--- src/hdl/owaf_pkg.sv ---
package owaf_pkg;

	localparam int IN_W       = 15;
	localparam int OUT_W      = 16;
	localparam int K_W        = 21;
	localparam int Q_W        = 20;
	localparam int PI_Q12     = 12868;
	localparam int TWO_PI_Q12 = 25736;
	localparam int DEG_K_Q20  = 1877468;
	localparam int OUT_LIMIT  = 23040;

	typedef enum logic [2:0] {
		ST_IDLE,
		ST_ACC,
		ST_YAW_ADD,
		ST_YAW_WRAP,
		ST_MUL,
		ST_DIV,
		ST_DONE
	} state_t;

	typedef struct packed {
		logic load;
		logic step;
		logic yaw_add;
		logic yaw_wrap;
		logic mul;
		logic div_step;
		logic out_load;
	} cmd_t;

	typedef struct packed {
		logic acc_last;
	} sts_t;

endpackage

--- src/hdl/owaf_ctrl.sv ---
module owaf_ctrl
	import owaf_pkg::*;
(
	input  logic clk,
	input  logic arst_n,
	input  logic s_tvalid,
	output logic s_tready,
	output logic m_tvalid,
	input  logic m_tready,
	output cmd_t cmd,
	input  sts_t sts
);

	state_t state_q;
	state_t state_d;
	logic   m_tvalid_q;
	logic   out_free;

	assign out_free = !m_tvalid_q || m_tready;

	always_comb begin
		state_d = state_q;
		case (state_q)
			ST_IDLE: begin
				if (s_tvalid) begin
					state_d = ST_ACC;
				end
			end
			ST_ACC: begin
				if (sts.acc_last) begin
					state_d = ST_YAW_ADD;
				end
			end
			ST_YAW_ADD:  state_d = ST_YAW_WRAP;
			ST_YAW_WRAP: state_d = ST_MUL;
			ST_MUL:      state_d = ST_DIV;
			ST_DIV:      state_d = ST_DONE;
			ST_DONE: begin
				if (out_free) begin
					state_d = ST_IDLE;
				end
			end
			default: state_d = ST_IDLE;
		endcase
	end

	always_comb begin
		cmd      = '0;
		s_tready = 1'b0;
		case (state_q)
			ST_IDLE: begin
				s_tready = 1'b1;
				cmd.load = s_tvalid;
			end
			ST_ACC:      cmd.step     = 1'b1;
			ST_YAW_ADD:  cmd.yaw_add  = 1'b1;
			ST_YAW_WRAP: cmd.yaw_wrap = 1'b1;
			ST_MUL:      cmd.mul      = 1'b1;
			ST_DIV:      cmd.div_step = 1'b1;
			ST_DONE:     cmd.out_load = out_free;
			default: begin
				cmd = '0;
			end
		endcase
	end

	always_ff @(posedge clk or negedge arst_n) begin
		if (!arst_n) begin
			state_q    <= ST_IDLE;
			m_tvalid_q <= 1'b0;
		end else begin
			state_q <= state_d;
			if (cmd.out_load) begin
				m_tvalid_q <= 1'b1;
			end else if (m_tready) begin
				m_tvalid_q <= 1'b0;
			end
		end
	end

	assign m_tvalid = m_tvalid_q;

endmodule

--- config.mk ---
export PLATFORM = sky130hd
export DESIGN_NAME = owaf_ctrl
export DESIGN_NICKNAME = d
export VERILOG_FILES = /design/src/hdl/owaf_pkg.sv /design/src/hdl/owaf_ctrl.sv
export SDC_FILE = /design/constraint.sdc
export NUM_CORES = 1
export LEC_CHECK = 0
export ABC_AREA = 1
export BUFFER_PORTS_ARGS = -buffer_cell sky130_fd_sc_hd__buf_2
export CORE_AREA = 5 5 42 44
export DETAILED_ROUTE_END_ITERATION = 8
export DIE_AREA = 0 0 47 49
export PLACE_DENSITY = 0.46
export SLEW_MARGIN = 10
export SYNTH_ARGS = -nofsm -noshare
export SYNTH_HDL_FRONTEND = slang
export SYNTH_SLANG_ARGS = --single-unit
--- constraint.sdc ---
create_clock -name clk -period 3.2 [get_ports clk]
set_input_delay 0.16 -clock clk [delete_from_list [all_inputs] [get_ports clk]]
set_output_delay 0.16 -clock clk [all_outputs]
set_load 0.1 [all_outputs]
==> results.cfg, run 1 <==
[routing]
post_drt_wl_per_cell_um = 8.82
route.detailed.drc = 0
vias_per_cell = 4.19
routed_wl_um = 644
firstDrtPassIters = 2
via_count = 306
drtIter0Drc = 6
ant_nets = 0

[logic_synthesis]
yosysWarnings = 0
synthFlopType = dfrtp_1
synth_seq_cells = 4
syn-instance-count = 41
synth_cell_types = 17
async_flop_share_pct = 100
syn_area_um2 = 290
yosysSeqAreaShare_pct = 34.5
synth_edf_count = 0
syn_nets = 46
syn_area_per_cell_um2 = 7.08

[clocking]
cts-resized-gates = 0
cts_tree = done
post-cts-setup-buffers = 0
cts_sinks = 4
clk_pin_slew_ps = 40
clockBufferDepth = 2
root_buffer = clkbuf_4
clkLatencyLatePin_ps = 230
numCtsBuffers = 3
h-tree-depth = 1
cts_hold_buffers = 1

[layout]
drive_gt1_share_pct = 43.9
diodes = 0
final_common_cell = buf_2
nFillCells = 170
fin_nets = 64
syn_to_final_growth_pct = 36.6
final_cell_mix = buf_2 (13), nor2_1 (8), inv_1 (6), nand2_1 (6), dfrtp_1 (4)

[critical_path]
path_cells = inv_1, nand2_1, nor2_1, buf_2
path_class = register to primary output
start_kind = register
cp-end-kind = primary output
worst_r2r_startpoint = state_q[2]
cp_data_required_time_ps = 3040
critPathArrivalTime_ps = 1500
cp_slowest_cell = dfrtp_1
critPathLaunch = state_q[2]
slowest_delay_ps = 460
critPathMaxFanout = 8

[min_path]
min_from = m_tready
hp-class = input pin to register

[sta]
clock_skew_ps = 0.204
setup_viol = 0
min_period_ps = 1660
hold_violations = 0
min_period_over_period_pct = 52.0
setup-tns-final_ps = 0
rsz0062_at_grt = no
max_freq_ghz = 0.601
slew_viol_final = 0
worstMarginPinSlew_ps = 488
slew_headroom_pct = 67.7

[floorplan]
die_x_um = 47
row_count = 14
die_h_um = 49
die_area_um2 = 2300
fp.coreArea_um2 = 1400
start_util_pct = 20.7
ioPinCount = 14

[grt]
grtUsageTotal_pct = 7.43
grt_pass1_vias = 289
grt_first_pass_wirelength_um = 1160
overflow = 0
grt_max_degree = 9
grt_antenna_before_repair = 0

[job]
cap_violations = 0

[outcome]
run_status = finished clean

[placement]
dp.final_hpwl_um = 524
gp_congestion = 0.657
io_buffers = 13
[cell families after synthesis]
family	after synthesis	share of synthesized area (%)
compound gates	5	12.1
buf+inv	10	15.5
flops	4	34.5
simple gates	22	37.9
[area by class of cell]
cell class	instances	area [um2]	share of cell area, %
Tap cell	16	20.0	5.05
Inverter	9	33.8	8.52
Sequential cell	4	100	25.2
Multi-Input combinational cell	27	145	36.6
Clock buffer	3	22.5	5.68
Timing Repair Buffer	14	75.1	18.9
[synth_stat cells (2+ instances only)]
cell | number | area share, %
nand3_2 | 2 | 6.9
inv_2 | 2 | 2.6
nor2_1 | 8 | 10
a21oi_1 | 2 | 3.4
inv_1 | 6 | 7.8
nor3_1 | 2 | 3.4
nand2_1 | 6 | 7.8
dfrtp_1 | 4 | 34
[flip-flops by register name, summed over array words and instances (netlist names)]
signal,cells
state_q,3
m_tvalid,1
[metrics by stage]
| stage | util (%) | area [um2] | instances | setup slack, ps | hold slack (ps) |
|---|---|---|---|---|---|
| floorplan | - | 290 | 41 | 475 | -136 |
| global placement | 26.0 | 364 | 69 | 1790 | -30.5 |
| detailed placement | 26.0 | 364 | 69 | 1780 | -30.2 |
| CTS | 28.3 | 397 | 73 | 1530 | 128 |
| global route | 28.3 | 397 | 73 | 1430 | 142 |
| finish | 28.3 | 397 | 73 | 1540 | 128 |
[path summary, 6_finish.rpt]
path	to	slack (ps)	cells past startpoint
max reg2reg	state_q[1]	2130	5
min in group asynchronous	state_q[2]	260	2
max	cmd[6]	1540	4
max in group asynchronous	state_q[0]	2830	2
min	m_tvalid	130	2
min reg2reg	m_tvalid	540	2
[layer usage]
| layer | routed length (um) | share of wire (%) | global-route usage (%) |
|---|---|---|---|
| met5 | 0 | 0 | 0 |
| met4 | 19 | 3.0 | 5.53 |
| met3 | 40 | 6.2 | 4.43 |
| met2 | 318 | 49 | 11.1 |
| met1 | 266 | 41 | 7.13 |
[critical path, delay by kind of cell (launching register included)]
| kind | cells | cell delay [ps] |
|---|---|---|
| buffers and inverters | 2 | 610 |
| DFF | 1 | 460 |
| and+or+nand+nor | 2 | 180 |
Power of run 1 is left out: the tool's default activity adds up to more than one toggle a clock period on the data nets, which glitch-free logic cannot reach.
==> inputs of run 2 (changes only) <==
==> constraint.sdc (replaced) <==
create_clock -name clk -period 1.71 [get_ports clk]
set_input_delay 0.0855 -clock clk [delete_from_list [all_inputs] [get_ports clk]]
set_output_delay 0.0855 -clock clk [all_outputs]
set_load 0.1 [all_outputs]
==> run 2 against run 1 <==
  * Critical path depth did not move
  * First-iteration DRC count fell by 67%
  * Cell area up 6.9%
  * Clock skew up 3.9 ps
  * Register-to-register slack got worse by 1500 ps
  * Die area stayed put
  * Largest cell class unchanged
  * Highest routed layer is now met3
==> results.cfg, run 2 (synthesis gave the netlist of run 1 again) <==
[outcome]
run_status = finished clean

[critical_path]
r2r-end = state_q[1]
path_class = register to primary output
critPathLaunch = state_q[2]
worst_r2r_startpoint = state_q[2]
critPathArrivalTime_ps = 1490
critPathMaxFanout = 8
reg2reg_setup_slack_ps = 610
reg2reg_depth = 5
start_kind = register
cp-end-kind = primary output
cp_data_required_time_ps = 1620

[min_path]
min_from = m_tready
holdPathStages = 2
whs_endpoint = m_tvalid
hp-class = input pin to register

[sta]
max_freq_ghz = 0.636
clock_skew_ps = 4.06
min_period_ps = 1570
slew_viol_final = 0
hold_violations = 0
worstMarginPinSlew_ps = 486
rsz0062_at_grt = no
slew_headroom_pct = 67.8
setup_viol = 0
min_period_over_period_pct = 92.0

[clocking]
post-cts-setup-buffers = 0
cts_sinks = 4
numCtsBuffers = 3
cts_tree = done
h-tree-depth = 1
clockBufferDepth = 2
root_buffer = clkbuf_4
clk_pin_slew_ps = 40
clkLatencyLatePin_ps = 230

[grt]
grt_max_degree = 9
overflow = 0
grt_first_pass_wirelength_um = 1010
grt_pass1_vias = 246
grtUsageTotal_pct = 6.36
grt_antenna_before_repair = 0

[routing]
vias_per_cell = 4.04
firstDrtPassIters = 2
routed_wl_um = 638
route.detailed.drc = 0
post_drt_wl_per_cell_um = 8.74
ant_nets = 0
drtIter0Drc = 2
via_count = 295

[floorplan]
fp.coreArea_um2 = 1400
ioPinCount = 14
die_h_um = 49
die_area_um2 = 2300
row_count = 14
die_x_um = 47
start_util_pct = 20.7

[layout]
final_cell_mix = buf_2 (10), nor2_1 (6), inv_1 (6), nand2_1 (6), clkbuf_4 (6)
drive_gt1_share_pct = 50.9
regArea_um2 = 100
multiInputGateArea_um2 = 165
largest-register = state_q
syn_to_final_growth_pct = 46.1
diodes = 0
fin_nets = 64
largest_reg_flops = 3
design_area_um2 = 424
nFillCells = 171
final_common_cell = buf_2

[job]
cap_violations = 0

[placement]
io_buffers = 13
gp_congestion = 0.650
place_area_um2 = 384
[run 2: how the worst max path moves through the flow]
stage          depth (start not counted)  endpoint
6_report                               4  s_tready
5_1_grt                                4  s_tready
4_1_cts                                4    cmd[6]
3_5_place_dp                           4    cmd[6]
3_3_place_gp                           4    cmd[6]
2_1_floorplan                          4    cmd[1]
[run 2: through the flow]
step	setup WS, ps	std cells	hold WS [ps]	TNS [ps]	utilization (%)
floorplan	-325	41	-210	-1180	-
global placement	348	69	-108	0	27.4
detailed placement	348	69	-104	0	27.4
CTS	89.7	73	70.9	0	29.7
global route	28.3	73	89.2	0	30.3
finish	137	73	72.6	0	30.3
[run 2: layout make-up]
cell class	instances	share of cell area, %
Timing Repair Buffer	14	19.5
Tap cell	16	4.72
Inverter	9	7.96
Sequential cell	4	23.6
Multi-Input combinational cell	27	38.9
Clock buffer	3	5.31
[run 2: timing repair]
item / 4_1_cts / 5_1_grt
endpoints found under the hold margin: 4 / 0
hold buffers: 1 / 0
setup endpoints to repair: 0 / 3
resized for setup: 0 / 3
[run 2: routing by layer]
layer / part of all wire [%] / track usage [%]
met1: 44 / 8.46
met5: 0 / 0
met3: 7.1 / 1.11
met2: 48 / 7.69
met4: 0 / 6.91
[run 2: worst max-delay path: stages (launching register included)]
cell     delay, ps
dfrtp_1        470
inv_1          210
nand2_1        110
inv_1           50
buf_2          410
Power of run 2 is left out for the same reason.
